<file path="config.mk">
export PLATFORM = sky130hd
export DESIGN_NAME = ndlm_norm
export DESIGN_NICKNAME = d
export VERILOG_FILES = /design/src/rtl/core/ndlm_pkg.sv /design/src/rtl/core/ndlm_norm.sv
export SDC_FILE = /design/constraint.sdc
export NUM_CORES = 1
export LEC_CHECK = 0
export BUFFER_PORTS_ARGS = -buffer_cell sky130_fd_sc_hd__buf_2
export CORE_ASPECT_RATIO = 1.2
export CORE_MARGIN = 2
export CORE_UTILIZATION = 39
export DETAILED_ROUTE_END_ITERATION = 7
export PLACE_DENSITY = 0.82
export SYNTH_ARGS = -nofsm -noshare
export SYNTH_HDL_FRONTEND = slang
export SYNTH_SLANG_ARGS = --single-unit
export TNS_END_PERCENT = 5
</file>
<file path="constraint.sdc">
create_clock -name vclk -period 2.7
set_input_delay 0.54 -clock vclk [all_inputs]
set_output_delay 0.54 -clock vclk [all_outputs]
set_load 0.05 [all_outputs]
</file>
<file path="src/rtl/core/ndlm_pkg.sv">
// Shared types, widths and command codes for the name directory.
// No dependencies; the normalizer, the sequencer and the top level import it.
package ndlm_pkg;

	localparam int unsigned MAX_ENTRIES_DEF = 1024;
	localparam int unsigned NAME_W          = 64;
	localparam int unsigned IDX_OUT_W       = 10;
	localparam int unsigned TOT_OUT_W       = 11;

	typedef enum logic [1:0] {
		CMD_APPEND = 2'd0,
		CMD_LOOKUP = 2'd1,
		CMD_CLEAR  = 2'd2,
		CMD_NONE   = 2'd3
	} cmd_t;

	typedef enum logic [1:0] {
		ST_IDLE,
		ST_SCAN,
		ST_RESP
	} state_t;

	typedef struct packed {
		logic                 full_error;
		logic [TOT_OUT_W-1:0] entry_total;
		logic [IDX_OUT_W-1:0] match_index;
		logic                 found;
	} result_t;

endpackage

</file>
<file path="src/rtl/core/ndlm_norm.sv">
// Name normalizer: zero from the first NUL or space on, fold a-z to upper case.
// Depends on ndlm_pkg.
module ndlm_norm
	import ndlm_pkg::*;
(
	input  logic [NAME_W-1:0] raw,
	output logic [NAME_W-1:0] norm,
	output logic              empty
);

	always_comb begin
		logic       stop;
		logic [7:0] b;
		stop = 1'b0;
		norm = '0;
		for (int k = 0; k < 8; k++) begin
			b = raw[8*k +: 8];
			if (b == 8'h00 || b == 8'h20) begin
				stop = 1'b1;
			end
			if (!stop) begin
				if (b >= 8'h61 && b <= 8'h7A) begin
					b = b - 8'd32;
				end
				norm[8*k +: 8] = b;
			end
		end
	end

	// a leading space still counts as a query, only a leading NUL is empty
	assign empty = (raw[7:0] == 8'h00);

endmodule

</file>
==> qor.csv, run 1 <==
stage,metric,value,unit
sta,worst_slack,0.01552,ns
placed_design,io_buffers,129,
sta,fin_crit,2.684,ns
route,drc,0,
global_routing,antenna_found_initial,0,
yosys,yosysUniqueCellTypes,39,
finish,fillCellCount,263,
finish,utilization,0.7562,
global_routing,grt_pass1_wl,8038,um
route,vias_per_cell,5.291,
finish,syn_to_final_growth,83.66,%
route,drt_iter0_drc,57,
finish,clock_buffers,0,
pwr,power_frac_clock,0,
pwr,powerDensity,216.1,nW/um^2
pwr,seqPwrFrac,0,
yosys,synth_seq_area_share,0,
worst_setup_path,required,2.16,ns
finish,antenna_cells,0,
route,vias,2148,
route,firstDrtPassIters,4,
pwr,power.internal,0.1768,mW
sta,timing.fmax,372.5,MHz
pwr,ir_drop,0.0002280,V
sta,fin_crit_sh,0.9943,
sta,relSlewSlack,0.7057,
yosys,netlist_instances,224,
placed_design,preCtsSetupSlack,-0.1512,ns
finish,design.seq.count,0,
placed_design,dpl.hpwl,4301,um
min_path,hold_path.class,in -> out,
yosys,syn_area_per_cell,6.189,sq um
global_routing,grt.overflow.total,0,
worst_setup_path,endpoint_kind,primary output,
die,die_height,69.31,um
route,wl_per_cell,12.75,um
sta,drv_slew,0,
route,wirelength,5177,um
worst_setup_path,critPathArrivalTime,2.14,ns
pwr,switching_share,0.6788,
global_routing,grt_pass1_vias,2051,
worst_setup_path,path_class,in -> out,
sta,rsz0062_at_grt,true,
global_routing,grt_use_total,0.2335,
die,coreArea,3367,sq um
die,pin_count,129,
die,die_area,4049,sq um
sta,setup_viol,0,
clock_tree,hold_buffers,0,
yosys,netlist_area,1386,sq um
run,maxCapViolations,0,
finish,drive_above_1_share,0.5637,
yosys,synth_fp_nets,304,
die,start_util,0.4117,
global_routing,grt_max_degree,16,
placed_design,gp_congestion,0.8045,
worst_setup_path,crit_path_start_kind,primary input,
finish,stdcell_area,2546,sq um
finish,multi_input_area,1408,sq um
route,postRouteAntennaNets,0,
sta,final-hold-violation-count,0,
status,status,"finished, final reports clean",
finish,fin_nets,451,
pwr,leakage,1.455,nW
yosys,synth.yosys.warnings,0,
die,die_w,58.43,um
worst_setup_path,cp_max_fo,9,
pwr,p_switching,0.3736,mW
sta,worstMarginPinSlew,0.4375,ns
sta,hold_slack,1.392,ns
placed_design,placed_area,2416,sq um
finish,seq_area,0,sq um
die,row_count,23,
pwr,combPwrFrac,1.000,
==> routing by layer <==
| layer | global-route usage | part of all wire | vias up |
|---|---|---|---|
| li1 | - | - | 1078 |
| met1 | 0.2411 | 0.37 | 972 |
| met2 | 0.4931 | 0.55 | 94 |
| met3 | 0.01679 | 0.079 | 4 |
| met4 | 0.02067 | 0.0056 | 0 |
| met5 | 0 | 0 | - |
==> power groups by stage <==
stage               logic [mW]  registers, mW  clock network [mW]
floorplan                0.369              0                   0
global placement         0.524              0                   0
detailed placement       0.530              0                   0
CTS                      0.538              0                   0
global route             0.585              0                   0
finish                   0.550              0                   0
==> layout make-up <==
cell class / count / share of cell area
Multi-Input combinational cell: 165 / 0.5528
Tap cell: 37 / 0.01818
Timing Repair Buffer: 154 / 0.3553
Inverter: 50 / 0.07371
==> what timing repair did <==
action,CTS,global route
resized for setup,13,22
cloned,0,1
buffers inserted,0,1
pin swaps,0,4
setup endpoints to repair,38,19
==> cell usage after synthesis (all sizes together) (3+ instances only) <==
library cell  number  share of area
a21o               5          0.027
o2111ai            7          0.053
a211oi             3          0.016
nand4              4          0.042
and3               4          0.018
a31oi              5          0.023
nand2              9          0.026
inv               50           0.14
nor2              28          0.076
clkbuf             6          0.023
nor3              29           0.10
ha                16           0.14
a21oi              6          0.022
o211ai             3          0.016
nand3              4          0.023
a32oi              3          0.019
and2              10          0.045
nor4               8          0.036
buf                4          0.019
a2111oi            3          0.029
==> placed cells by master, fill, tap and decap left out, drive strengths merged, types with 2 or more instances in the layout <==
| cell | instances |
|---|---|
| nand2 | 9 |
| and3 | 4 |
| buf | 150 |
| clkbuf | 4 |
| a2111oi | 3 |
| a31oi | 5 |
| nand3 | 5 |
| or2 | 2 |
| or4 | 2 |
| nand4 | 4 |
| a32oi | 3 |
| a211oi | 3 |
| and2 | 10 |
| a21o | 5 |
| nor2 | 28 |
| ha | 16 |
| nor4 | 8 |
| nor3 | 29 |
| o2111ai | 7 |
| a21oi | 6 |
| o211ai | 3 |
| o21ba | 2 |
| or3 | 2 |
| o31a | 2 |
| inv | 50 |
==> cells by family after synthesis <==
group	synth area share
compound gates	0.2500
simple gates	0.4278
fa+ha+maj	0.1444
buf+inv	0.1778
==> critical path, cell delays in order <==
cell	delay, ns
buf_2	0.11
or4_4	0.53
or3_4	0.48
nand2_4	0.20
a2111oi_2	0.06
clkbuf_4	0.22
==> per-stage QoR <==
step | total power [mW] | std cells | TNS (ns)
2_1_floorplan | 0.3687 | 224 | -4.371
3_3_place_gp | 0.5240 | 404 | -3.058
3_5_place_dp | 0.5298 | 404 | -3.591
4_1_cts | 0.5380 | 404 | -0.009108
5_1_grt | 0.5850 | 406 | -0.04975
6_report | 0.5504 | 406 | 0
==> final timing paths <==
path | from | to | cells past startpoint
setup / recovery | raw[27] | norm[38] | 6
hold / removal | raw[3] | norm[3] | 2
Power figures use the tool's default switching activity.
==> inputs of run 2 (changes only) <==
- RECOVER_POWER: not set -> 25
==> qor.csv, run 2 (same netlist as run 1, synthesis figures left out) <==
stage,metric,value,unit,change
finish,fin_nets,451,,unchanged
sta,setup_viol,0,,unchanged
route,wl_per_cell,12.82,um,+0.50%
pwr,power_frac_clock,0,,unchanged
die,coreArea,3367,sq um,unchanged
route,drt-met1-wl,1929,um,+0.78%
min_path,hold_path.class,in -> out,,
die,start_util,0.4117,,unchanged
finish,design.seq.count,0,,unchanged
clock_tree,hold_buffers,0,,unchanged
finish,stdcell_area,2535,sq um,-0.44%
sta,rsz0062_at_grt,true,,
sta,timing.fmax,372.5,MHz,unchanged
pwr,finalPower,0.5489,mW,-0.27%
global_routing,grt_use_total,0.2335,,unchanged
route,postRouteAntennaNets,0,,unchanged
pwr,leakage,1.429,nW,-1.8%
global_routing,grt_pass1_wl,8038,um,unchanged
finish,antenna_cells,0,,unchanged
route,firstDrtPassIters,4,,unchanged
placed_design,gp_congestion,0.8045,,unchanged
sta,fin_crit_sh,0.9943,,unchanged
route,drt_iter0_drc,54,,-5.3%
global_routing,grt_pass1_vias,2051,,unchanged
route,vias_per_cell,5.288,,about the same
finish,clock_buffers,0,,unchanged
die,row_count,23,,unchanged
global_routing,grt.overflow.total,0,,unchanged
worst_setup_path,path_class,in -> out,,
finish,drive_above_1_share,0.5393,,-0.02439
die,die_w,58.43,um,unchanged
route,vias,2147,,-0.047%
finish,final_common_cell,buf_2,,
worst_setup_path,required,2.16,ns,about the same
pwr,powerDensity,216.5,nW/um^2,+0.18%
route,dr_wl_met2,2828,um,+0.18%
sta,fin_crit,2.684,ns,unchanged
route,top_layer,met4,,
worst_setup_path,critPathArrivalTime,2.14,ns,about the same
finish,syn_to_final_growth,82.85,%,
pwr,power.internal,0.1747,mW,-1.1%
global_routing,grt_max_degree,16,,unchanged
route,wirelength,5203,um,+0.50%
die,die_area,4049,sq um,unchanged
route,drc,0,,unchanged
pwr,switching_share,0.6817,,+0.002825
placed_design,io_buffers,129,,unchanged
finish,layout_common_cells,"buf_2 (100), inv_1 (50), buf_4 (31)",,
status,status,"finished, final reports clean",,
die,die_height,69.31,um,unchanged
pwr,combPwrFrac,1.000,,about the same
worst_setup_path,endpoint_kind,primary output,,
run,maxCapViolations,0,,unchanged
worst_setup_path,cp_max_fo,9,,unchanged
finish,seq_area,0,sq um,unchanged
route,wl_met3,415,um,+1.5%
sta,worstMarginPinSlew,0.6015,ns,+0.1641 ns
global_routing,antenna_found_initial,0,,unchanged
pwr,p_switching,0.3742,mW,+0.15%
sta,relSlewSlack,0.6007,,-0.1050
sta,drv_slew,0,,unchanged
sta,hold_slack,1.443,ns,+0.05103 ns
worst_setup_path,crit_path_start_kind,primary input,,
pwr,seqPwrFrac,0,,unchanged
pwr,ir_drop,0.0002280,V,about the same
die,pin_count,129,,unchanged
sta,final-hold-violation-count,0,,unchanged
sta,worst_slack,0.01552,ns,unchanged
placed_design,dpl.hpwl,4301,um,unchanged
placed_design,preCtsSetupSlack,-0.1512,ns,unchanged
placed_design,placed_area,2416,sq um,unchanged
[run 2: power groups by stage]
stage | clock (mW) | sequential, mW | combinational (mW)
after floorplan | 0 | 0 | 0.369
after global placement | 0 | 0 | 0.524
after detailed placement | 0 | 0 | 0.530
after CTS | 0 | 0 | 0.538
after global routing | 0 | 0 | 0.583
final | 0 | 0 | 0.549
[run 2: cell type report]
cell class                      count  area, sq um
Tap cell                           37        46.29
Timing Repair Buffer              154        893.4
Fill cell                         271        832.0
Multi-Input combinational cell    165         1408
Inverter                           50        187.7
[run 2: worst paths after layout]
path	slack (ns)	end	depth (start not counted)	startpoint
setup / recovery	0.02	norm[38]	6	raw[27]
hold / removal	1.44	norm[56]	4	raw[56]
[run 2: metal layers]
metal	up-vias	track usage
li1	1078	-
met1	971	0.2411
met2	94	0.4931
met3	4	0.01679
met4	0	0.02067
met5	-	0
[run 2: worst max-delay path: stages]
cell and delay (ns):
buf_2 0.11, or4_4 0.53, or3_4 0.48, nand2_4 0.20, a2111oi_2 0.06, clkbuf_4 0.22
[run 2: what timing repair did]
item                                    4_1_cts  5_1_grt
resized for setup                            13       22
endpoints found under the setup margin       38       19
setup buffers                                 0        1
pin swaps                                     0        4
cloned                                        0        1
[run 2: metrics by stage]
stage               cells  setup TNS [ns]  utilization
detailed placement    404          -3.591       0.7176
global route          406        -0.04975       0.7529
CTS                   404       -0.009108       0.7362
global placement      404          -3.058       0.7176
finish                406               0       0.7529
floorplan             224          -4.371            -
