File: src/rtl/core/ndlm_pkg.sv
// Shared types, widths and command codes for the name directory.
// No dependencies; the normalizer, the sequencer and the top level import it.
package ndlm_pkg;

	localparam int unsigned MAX_ENTRIES_DEF = 1024;
	localparam int unsigned NAME_W          = 64;
	localparam int unsigned IDX_OUT_W       = 10;
	localparam int unsigned TOT_OUT_W       = 11;

	typedef enum logic [1:0] {
		CMD_APPEND = 2'd0,
		CMD_LOOKUP = 2'd1,
		CMD_CLEAR  = 2'd2,
		CMD_NONE   = 2'd3
	} cmd_t;

	typedef enum logic [1:0] {
		ST_IDLE,
		ST_SCAN,
		ST_RESP
	} state_t;

	typedef struct packed {
		logic                 full_error;
		logic [TOT_OUT_W-1:0] entry_total;
		logic [IDX_OUT_W-1:0] match_index;
		logic                 found;
	} result_t;

endpackage

File: src/rtl/core/ndlm_seq.sv
// Command sequencer: entry count, append writes and the downward lookup scan
// through the single name comparator. Depends on ndlm_pkg.
module ndlm_seq
	import ndlm_pkg::*;
#(
	parameter int unsigned MAX_ENTRIES = MAX_ENTRIES_DEF,
	localparam int unsigned IDX_W      = $clog2(MAX_ENTRIES),
	localparam int unsigned CNT_W      = $clog2(MAX_ENTRIES + 1)
) (
	input  logic              clk,
	input  logic              arst_n,
	input  logic              in_valid,
	output logic              in_ready,
	input  cmd_t              in_cmd,
	input  logic [NAME_W-1:0] in_norm,
	input  logic              in_empty,
	output logic              ram_we,
	output logic [IDX_W-1:0]  ram_waddr,
	output logic              ram_re,
	output logic [IDX_W-1:0]  ram_raddr,
	input  logic [NAME_W-1:0] ram_rdata,
	output logic              out_valid,
	input  logic              out_ready,
	output result_t           out_res
);

	state_t            state_q, state_d;
	logic [CNT_W-1:0]  count_q;
	logic [IDX_W-1:0]  addr_q;
	logic [IDX_W-1:0]  cmp_idx_q;
	logic              pend_q;
	logic              last_q;
	logic [NAME_W-1:0] key_q;
	result_t           res_q;

	logic              accept;
	logic              full;
	logic              hit;
	logic              scan_end;
	result_t           acc_res;

	assign accept   = in_valid && in_ready;
	assign full     = (count_q == CNT_W'(MAX_ENTRIES));
	assign hit      = pend_q && (ram_rdata == key_q);
	assign scan_end = hit || (pend_q && last_q);

	function automatic logic [TOT_OUT_W-1:0] total_of(input logic [CNT_W-1:0] c);
		logic [31:0] ext;
		ext = 32'(c);
		return ext[TOT_OUT_W-1:0];
	endfunction

	function automatic logic [IDX_OUT_W-1:0] index_of(input logic [IDX_W-1:0] i);
		logic [31:0] ext;
		ext = 32'(i);
		return ext[IDX_OUT_W-1:0];
	endfunction

	always_comb begin
		state_d = state_q;
		unique case (state_q)
			ST_IDLE: begin
				if (accept) begin
					if (in_cmd == CMD_LOOKUP && !in_empty && count_q != '0) begin
						state_d = ST_SCAN;
					end else begin
						state_d = ST_RESP;
					end
				end
			end
			ST_SCAN: begin
				if (scan_end) begin
					state_d = ST_RESP;
				end
			end
			ST_RESP: begin
				if (out_ready) begin
					state_d = ST_IDLE;
				end
			end
			default: state_d = ST_IDLE;
		endcase
	end

	always_comb begin
		in_ready  = (state_q == ST_IDLE);
		out_valid = (state_q == ST_RESP);
		ram_we    = accept && (in_cmd == CMD_APPEND) && !full;
		ram_waddr = count_q[IDX_W-1:0];
		ram_re    = (state_q == ST_SCAN) && !last_q && !hit;
		ram_raddr = addr_q;
		out_res   = res_q;
	end

	// result fields known at accept time; a lookup fills in its match later
	always_comb begin
		acc_res             = '0;
		acc_res.entry_total = total_of(count_q);
		unique case (in_cmd)
			CMD_APPEND: begin
				if (full) begin
					acc_res.full_error = 1'b1;
				end else begin
					acc_res.entry_total = total_of(count_q + 1'b1);
				end
			end
			CMD_CLEAR:  acc_res.entry_total = '0;
			CMD_LOOKUP, CMD_NONE: ;
			default: ;
		endcase
	end

	always_ff @(posedge clk or negedge arst_n) begin
		if (!arst_n) begin
			state_q <= ST_IDLE;
			count_q <= '0;
			pend_q  <= 1'b0;
			last_q  <= 1'b0;
		end else begin
			state_q <= state_d;
			if (accept) begin
				pend_q <= 1'b0;
				last_q <= 1'b0;
				unique case (in_cmd)
					CMD_APPEND: if (!full) count_q <= count_q + 1'b1;
					CMD_CLEAR:  count_q <= '0;
					CMD_LOOKUP, CMD_NONE: ;
					default: ;
				endcase
			end else if (state_q == ST_SCAN && !scan_end) begin
				pend_q <= 1'b1;
				if (addr_q == '0) begin
					last_q <= 1'b1;
				end
			end
		end
	end

	// scan datapath and result register
	always_ff @(posedge clk) begin
		if (accept) begin
			key_q  <= in_norm;
			addr_q <= count_q[IDX_W-1:0] - 1'b1;
			res_q  <= acc_res;
		end else if (state_q == ST_SCAN) begin
			if (hit) begin
				res_q <= {res_q.full_error, res_q.entry_total, index_of(cmp_idx_q), 1'b1};
			end else if (!scan_end) begin
				// issue the next lower entry, compare it next cycle
				cmp_idx_q <= addr_q;
				if (addr_q != '0) begin
					addr_q <= addr_q - 1'b1;
				end
			end
		end
	end

endmodule

File: config.mk
export PLATFORM = sky130hd
export DESIGN_NAME = ndlm_seq
export DESIGN_NICKNAME = d
export VERILOG_FILES = /design/src/rtl/core/ndlm_pkg.sv /design/src/rtl/core/ndlm_seq.sv
export SDC_FILE = /design/constraint.sdc
export NUM_CORES = 1
export LEC_CHECK = 0
export BUFFER_PORTS_ARGS = -buffer_cell sky130_fd_sc_hd__clkbuf_2
export CAP_MARGIN = 20
export CELL_PAD_IN_SITES_DETAIL_PLACEMENT = 2
export CELL_PAD_IN_SITES_GLOBAL_PLACEMENT = 2
export CORE_ASPECT_RATIO = 0.9
export CORE_UTILIZATION = 35
export CTS_CLUSTER_SIZE = 30
export DETAILED_ROUTE_END_ITERATION = 7
export PLACE_DENSITY_LB_ADDON = 0.15
export SYNTH_ARGS = -nofsm -noshare
export SYNTH_HDL_FRONTEND = slang
export SYNTH_SLANG_ARGS = --single-unit
File: constraint.sdc
create_clock -name clk -period 5.6 [get_ports clk]
set_clock_uncertainty 0.2 [all_clocks]
set_input_delay 0.28 -clock clk [delete_from_list [all_inputs] [get_ports clk]]
set_output_delay 0.28 -clock clk [all_outputs]
set_load 0.02 [all_outputs]
==> results of run 1 <==
## worst paths after layout
kind | startpoint | end | slack (ps) | cells after the start
setup / recovery | state_q[0]$_DFFE_PN0P_ | ram_raddr[8]$_DFFE_PP_ | 1950 | 7
hold / removal | in_empty | state_q[0]$_DFFE_PN0P_ | 110 | 4
setup reg to reg | state_q[0]$_DFFE_PN0P_ | ram_raddr[8]$_DFFE_PP_ | 1950 | 7
hold reg to reg | out_res[7]$_SDFFE_PP0P_ | out_res[7]$_SDFFE_PP0P_ | 260 | 2
max in group asynchronous | arst_n | count_q[5]$_DFFE_PN0P_ | 4740 | 2
min in group asynchronous | arst_n | count_q[8]$_DFFE_PN0P_ | 140 | 2
## per-layer routing
| metal | routed length, um | part of all wire (%) | vias to the layer above |
|---|---|---|---|
| met1 | 8880 | 40 | 2403 |
| li1 | - | - | 2152 |
| met2 | 11400 | 51 | 173 |
| met4 | 645 | 2.9 | 0 |
| met3 | 1250 | 5.6 | 45 |
| met5 | 0 | 0 | - |
## per-stage QoR
| stage | instance area [um2] | power (mW) | worst slack [ps] | cells | util, % |
|---|---|---|---|---|---|
| finish | 7950 | 3.26 | 1950 | 916 | 50.9 |
| floorplan | 5660 | 1.79 | 2580 | 458 | - |
| CTS | 7940 | 3.23 | 1880 | 914 | 50.9 |
| global placement | 6680 | 2.03 | 2090 | 816 | 42.8 |
| detailed placement | 6680 | 2.07 | 1880 | 816 | 42.8 |
| global route | 7950 | 3.38 | 1630 | 916 | 50.9 |
## critical path: stages, from the launching register on
cell and delay, ps:
dfrtp_1 410, or3b_4 540, clkinv_2 800, mux2i_1 570
ha_1 260, nand3_1 140, nor3_1 340, xnor2_1 110
## placed cells by master, fill, tap and decap left out, types with 2 or more instances in the layout
cell type / count
xor2_1: 9
clkinv_2: 8
mux2i_1: 9
a2bb2oi_1: 2
nor4_2: 4
a21oi_1: 14
nand3_1: 19
clkbuf_2: 181
nand2_1: 26
nand2b_1: 19
dfxtp_1: 11
inv_1: 15
and4_1: 6
nor2b_1: 14
clkbuf_16: 20
o22ai_1: 2
a2111o_1: 3
dfrtp_1: 15
o21ai_0: 11
nor3_1: 14
o2111ai_1: 7
xnor2_1: 47
inv_4: 2
o31ai_1: 2
nor4_1: 2
nor2_1: 26
and3_1: 2
edfxtp_1: 96
nand4_1: 14
o21ai_1: 19
ha_1: 3
dlygate4sd3_1: 66
## logic make-up after synthesis
logic type / after synthesis
mux: 10
buf+inv: 43
flops: 122
simple gates: 153
fa+ha+maj: 3
compound gates: 71
xor+xnor: 56
## registers in the layout, summed over array words and instances (netlist names)
signal     count
key_q         64
out_res       23
count_q       11
cmp_idx_q     10
ram_raddr     10
state_q        2
last_q         1
pend_q         1
## cell usage after synthesis, drive strengths merged, types with 2 or more instances
cell type  number
edfxtp         96
nor4            6
and3            2
buf            14
nand3          19
nand2          26
clkbuf         12
xnor2          47
inv            16
nor3           14
a21oi          14
nand2b         19
dfrtp          15
o21ai          30
nand4          15
nor2           27
a2111o          3
o31ai           2
o211ai          2
o22ai           2
ha              3
mux2i          10
xor2            9
and4            6
dfxtp          11
o2111ai         7
nor2b          15
a2bb2oi         2
## cell type report
type | count | area [um2]
Fill cell | 1546 | 7660
Sequential cell | 122 | 3480
Multi-Input combinational cell | 293 | 1970
Timing Repair Buffer | 249 | 1580
Clock buffer | 21 | 514
Tap cell | 202 | 253
Clock inverter | 11 | 85.1
Inverter | 17 | 65.1
Antenna cell | 1 | 2.50
## report_power, final
part           switching, mW  internal (mW)  total (mW)
logic                  0.476          0.289       0.765
registers              0.158           1.20        1.36
clock network          0.432          0.696        1.13
## timing repair
| item | CTS | global route |
|---|---|---|
| hold endpoints to repair | 80 | 0 |
| hold buffers | 66 | 0 |
| buffers inserted | 0 | 0 |
==> impl_metrics.toml, run 1 <==
[synthesis]
synth_top_family_by_area = "simple AND/OR/NAND/NOR gates"
synthAdderAreaFrac_pct = 0.663
synth_top_area_share_pct = 50.9
syn_area_um2 = 5660
synth_xor_area_share_pct = 8.66
synth_edf_count = 96
ys_async_sr_fraction_pct = 12.3
synth-compound-area-share_pct = 8.38
yosysUniqueCellTypes = 52
synth.avg_cell_area_um2 = 12.4
ys_dominant_reg_cell = "edfxtp_1"
synthCells = 458
ys_seq_elements = 122
yosys_warnings = 0
seq_area_frac_synth_pct = 61.5
syn-num-nets = 596
synth_top_area_cell = "edfxtp_1"
synth.area.top_cells = "edfxtp_1 51%, xnor2_1 7.3%, dfrtp_1 6.6%"
yosys.area_share.simple_pct = 15.1
synth.area.mux_share_pct = 1.99

[flow_run]
maxCapViolCount = 0

[clock_network]
cts_max_level = 4
insertion_delay_ps = 430
numCtsBuffers = 17
cts_tree = "done"
cts-root-buf = "clkbuf_16"
clk_pin_slew_ps = 60
cts-resized-gates = 0
clockBufferDepth = 2
clock_sinks = 122

[sta]
rsz0062_at_grt = "false"
maxSlewHeadroom_pct = 40.5
clock.fmax_ghz = 0.274
worst_pin_slew_ps = 887
setup_viol = 0
tns_ps = 0
fin_crit_sh_pct = 65.2
finalHoldViolations = 0
holdWs_ps = 106
fin_crit_ps = 3650
slew_viol_final = 0

[floorplanning]
die_y_um = 123
row_count = 43
dieArea_um2 = 16700
die_w_um = 136
start_util_pct = 36.3
ios = 182
coreArea_um2 = 15600

[routing]
vias_per_cell = 5.21
detail-route-antenna-nets = 0
drtIter0Drc = 233
num_vias = 4773
drc = 0
dr.pass1.iters = 4
wl_um = 22200
post_drt_wl_per_cell_um = 24.3

[run_status]
run_status = "finished clean"

[global_routing]
grt.met1_usage_pct = 31.3
use_met2_pct = 49.4
use_met3_pct = 6.69
grt_pass1_wl_um = 32900
grt_pass1_vias = 5375
top_usage_layer = "met2"
grt_use_total_pct = 27.6
antenna_found_initial = 1
grt_max_degree = 47
gr-total-overflow = 0

[layout]
area_growth_pct = 40.4
drive_above_1_share_pct = 32.0
final_nets = 838

[setup_path]
arrival_ps = 3620
cp-end-kind = "flip-flop"
crit_type = "flip-flop to flip-flop"
crit_fanout = 44
critPathLaunchType = "flip-flop"
cp.required_ps = 5570

[place]
hpwl_um = 13500
portBuffers = 181
gp_congestion = 0.806

[min_path]
worstHoldPathType = "input pin to flip-flop"

[pwr]
power.leakage_nw = 3.21
vdd_drop_max_mv = 0.257
cellPowerDensity_nw_per_um2 = 410
Note: power is estimated with default switching activity, not from simulation.
==> run 2: changes to the inputs <==
CORE_UTILIZATION = 29   (was 35)
clock period = 2.9 ns   (was 5.6 ns; I/O delays follow)
==> impl_metrics.toml, run 2 (synthesized netlist as in run 1, its figures left out) <==
[layout]
area_growth_pct = 43.7
largest_reg_flops = 64
top_register = "key_q"
n_fill_cell = 2004
fin_cells = 979
final_nets = 854
layout_common_cells = "181 x clkbuf_2, 96 x edfxtp_1, 67 x dlygate4sd3_1"
diodes = 0
multi_input_area_um2 = 1990
drive_above_1_share_pct = 32.8
final_common_cell = "clkbuf_2"
seq_area_um2 = 3480
fin_util_pct = 42.4

[place]
hpwl_um = 13400
gp_congestion = 0.784
portBuffers = 181
dp.cells = 878

[clock_network]
insertion_delay_ps = 420
cts_tree = "done"
clock_sinks = 122
cts_max_level = 4
numCtsBuffers = 17
cts-root-buf = "clkbuf_16"
clockBufferDepth = 2
clk_pin_slew_ps = 60

[run_status]
run_status = "finished with violations"
failed_checks = "hold timing"

[routing]
drc = 0
detail-route-antenna-nets = 0
drtIter0Drc = 157
vias_per_cell = 4.73
num_vias = 4631
post_drt_wl_per_cell_um = 19.5
wl_um = 19100
dr.pass1.iters = 4

[sta]
clock.fmax_ghz = 0.358
maxSlewHeadroom_pct = 39.7
setup_viol = 0
worst_pin_slew_ps = 899
fin_crit_ps = 2790
finalHoldViolations = 1
fin_crit_sh_pct = 96.2
holdWs_ps = -0.972
tns_ps = 0
rsz0062_at_grt = "false"
slew_viol_final = 0

[pwr]
vdd_drop_max_mv = 0.423
power_frac_seq_pct = 41.8
power_frac_clock_pct = 33.6
swShare_pct = 31.2
p_switching_mw = 1.94
power.leakage_nw = 3.28
pwr-share-comb_pct = 24.6
cellPowerDensity_nw_per_um2 = 764
p_int_mw = 4.27
power_mw = 6.21

[setup_path]
r2r_start = "key_q[58]$_DFFE_PP_"
reg2reg_slack_ps = 170
reg2reg_depth = 8
cp-end-kind = "output port"
critPathLaunchType = "flip-flop"
cp.required_ps = 2560
crit_fanout = 6
r2r_end = "ram_raddr[4]$_DFFE_PP_"
arrival_ps = 2450
crit_type = "flip-flop to output port"

[floorplanning]
coreArea_um2 = 19200
die_y_um = 135
start_util_pct = 29.5
dieArea_um2 = 20100
row_count = 48
die_w_um = 149
ios = 182

[global_routing]
grt_pass1_vias = 5272
grt_max_degree = 53
grt_use_total_pct = 19.7
antenna_found_initial = 0
gr-total-overflow = 0
grt_pass1_wl_um = 29200

[flow_run]
maxCapViolCount = 0

[min_path]
worstHoldPathType = "input pin to asynchronous set/reset pin"
-- run 2: repair_timing --
action | in CTS | in global routing
hold buffers | 67 | 0
endpoints found under the setup margin | 0 | 1
endpoints found under the hold margin | 82 | 0
buffers inserted | 0 | 1
resized for setup | 0 | 4
-- run 2: layout make-up --
type                    count  share of cell area, %
multi-input cells         293                   24.5
flip-flops and latches    122                   42.8
repair buffers            265                   21.1
well taps                 250                   3.85
inverters                  17                  0.800
clock inverters            11                   1.57
clock buffers              21                   5.42
-- run 2: worst max-delay path, stage by stage, from the launching register on --
cell and delay [ps]:
edfxtp_1 430, xnor2_2 190, nand4_1 170, nor4_2 370
buf_4 190, nand4_2 130, buf_4 210, nor2_2 120
nor3_1 70, clkbuf_2 160
-- run 2: how the worst max path moves through the flow --
stage | slack [ps] | cells past startpoint | endpoint | start
after detailed placement | 220 | 7 | ram_raddr[8]$_DFFE_PP_ | key_q[56]$_DFFE_PP_
final | 110 | 9 | ram_re | key_q[58]$_DFFE_PP_
after floorplan | 20 | 5 | ram_we | state_q[1]$_DFFE_PN0P_
after CTS | 7 | 8 | ram_re | key_q[25]$_DFFE_PP_
after global placement | 270 | 7 | ram_raddr[8]$_DFFE_PP_ | key_q[21]$_DFFE_PP_
after global routing | 2 | 9 | ram_re | key_q[58]$_DFFE_PP_
-- run 2: routing by layer --
layer | track usage [%] | vias to the layer above | share of wire, %
met5 | 0 | - | 0
met4 | 7.09 | 0 | 1.7
met3 | 4.16 | 20 | 4.5
met2 | 34.9 | 138 | 50
met1 | 23.3 | 2294 | 43
li1 | - | 2179 | -
-- run 2: power by group through the flow --
stage | clock network, mW | logic [mW] | registers (mW)
floorplan | 0 | 0.825 | 2.64
global placement | 0 | 1.42 | 2.62
detailed placement | 0 | 1.45 | 2.63
CTS | 2.14 | 1.54 | 2.60
global route | 2.20 | 1.67 | 2.64
finish | 2.08 | 1.53 | 2.59
-- run 2: metrics by stage --
step | cell area, um2 | setup slack [ps]
floorplan | 5660 | 15.7
global placement | 6860 | 273
detailed placement | 6860 | 223
CTS | 8100 | 7.24
global route | 8130 | 1.91
finish | 8130 | 109
==> run 3: changes to the inputs <==
GPL_TIMING_DRIVEN = 0   (was default)
==> impl_metrics.toml, run 3 (synthesized netlist as in run 1, its figures left out) <==
[run_status]
run_status = "finished clean"

[global_routing]
grt_use_total_pct = 20.5
antenna_found_initial = 0
gr-total-overflow = 0
grt_pass1_vias = 5427
grt_pass1_wl_um = 30100
grt_max_degree = 47

[setup_path]
worstPathCellList = "inv_1 -> ha_1 -> nor2b_1 -> nand4_1 -> nor2b_1 -> clkbuf_2"
cp_common_cell = "nor2b_1"
path_buf_inv = 2
crit_fanout = 10
crit_path_max_incr_delay_ps = 510
cp_top_family = "simple AND/OR/NAND/NOR gates"
worst_path_max_delay_cell = "dfrtp_1"
arrival_ps = 2380
reg2reg_slack_ps = 220
r2r_end = "out_res[18]$_DFFE_PP_"
cp.required_ps = 2560
cp-end-kind = "output port"
r2r_start = "count_q[0]$_DFFE_PN0P_"
critPathLaunchType = "flip-flop"
reg2reg_depth = 8
crit_type = "flip-flop to output port"

[floorplanning]
ios = 182
die_w_um = 149
dieArea_um2 = 20100
die_y_um = 135
start_util_pct = 29.5
coreArea_um2 = 19200
row_count = 48

[layout]
final_common_cell = "clkbuf_2"
fin_area_um2 = 8220
n_fill_cell = 2012
largest_reg_flops = 64
multi_input_area_um2 = 2020
area_growth_pct = 45.2
fin_cells = 991
drive_above_1_share_pct = 32.1
diodes = 0
final_nets = 866
layout_common_cells = "181 x clkbuf_2, 96 x edfxtp_1, 70 x dlygate4sd3_1"
fin_util_pct = 42.9
seq_area_um2 = 3480
top_register = "key_q"

[place]
hpwl_um = 13400
gp_congestion = 0.821
dpl_worst_slack_ps = -199
post_dp_cell_area_um2 = 6900
portBuffers = 180
dp.cells = 889

[clock_network]
cts_max_level = 4
clockBufferDepth = 2
clk_pin_slew_ps = 50
insertion_delay_ps = 420
cts-root-buf = "clkbuf_16"
post_cts_buffers = 0
numCtsBuffers = 17
clock_sinks = 122
cts_tree = "done"

[min_path]
hold_end = "count_q[3]$_DFFE_PN0P_"
hp-start = "in_cmd[0]"
holdPathStages = 4
worstHoldPathType = "input pin to flip-flop"

[sta]
slew_viol_final = 0
holdWs_ps = 57.3
setup_viol = 0
clock.fmax_ghz = 0.367
rsz0062_at_grt = "false"
fin_crit_sh_pct = 93.8
worst_pin_slew_ps = 667
maxSlewHeadroom_pct = 55.5
finalHoldViolations = 0
setup_ws_ps = 178
fin_crit_ps = 2720

[routing]
dr.pass1.iters = 4
post_drt_wl_per_cell_um = 20.0
drtIter0Drc = 169
vias_per_cell = 4.77
drc = 0
num_vias = 4726
detail-route-antenna-nets = 0
wl_um = 19800

[pwr]
vdd_drop_max_mv = 0.355
power.leakage_nw = 3.33
cellPowerDensity_nw_per_um2 = 753

[flow_run]
maxCapViolCount = 0
-- run 3: changes by cell type in the layout (fill, tap and decap cells not counted), sizes merged --
cell	delta
clkbuf	+13
clkinv	-3
dlygate4sd3	+3
buf	-2
bufinv	-1
clkinvlp	+1
inv	+1
-- run 3: worst max path at each step --
stage,start,endpoint,slack (ps),cells past startpoint
final,count_q[0]$_DFFE_PN0P_,ram_we,180,6
after global routing,key_q[28]$_DFFE_PP_,ram_re,10,7
after CTS,state_q[1]$_DFFE_PN0P_,ram_we,20,6
after detailed placement,state_q[0]$_DFFE_PN0P_,ram_raddr[6]$_DFFE_PP_,-200,5
after global placement,state_q[1]$_DFFE_PN0P_,ram_we,-740,6
after floorplan,state_q[1]$_DFFE_PN0P_,ram_we,20,5
-- run 3: what timing repair did --
action                     CTS  global route
resized for setup            5             4
pin swaps                    0             2
setup endpoints to repair   11             3
hold buffers                70             0
hold endpoints to repair    82             0
-- run 3: tightest hold or removal path: cells and delay by family --
family	cells	cell delay, ps
compound gates	2	170
simple gates	1	160
buf+inv	1	150
-- run 3: per-layer routing --
metal,track usage [%],vias up,routed length (um)
met5,0,-,0
met1,23.1,2345,8170
met4,6.86,0,323
met2,37.2,142,10400
met3,5.47,28,956
li1,-,2211,-
-- run 3: area by class of cell --
class                      instances  share of cell area [%]
sequential                       122                    42.3
multi-input combinational        293                    24.6
timing repair buffer             251                    19.8
clock buffer                      23                    5.57
tap                              250                    3.81
buffer                            26                    1.90
clock inverter                     9                    1.20
inverter                          17                   0.776
-- run 3: power breakdown --
part | switching [mW] | total [mW] | internal [mW] | leakage, nW
sequential | 0.273 | 2.59 | 2.32 | 1.20
combinational | 0.929 | 1.55 | 0.619 | 1.86
clock | 0.774 | 2.05 | 1.28 | 0.268
total | 1.98 | 6.19 | 4.22 | 3.33
-- run 3: per-stage QoR --
step | total power [mW] | setup TNS [ps]
after CTS | 6.24 | 0
after detailed placement | 4.08 | -1990
after global placement | 3.99 | -23230
after global routing | 6.49 | 0
after floorplan | 3.46 | 0
final | 6.19 | 0
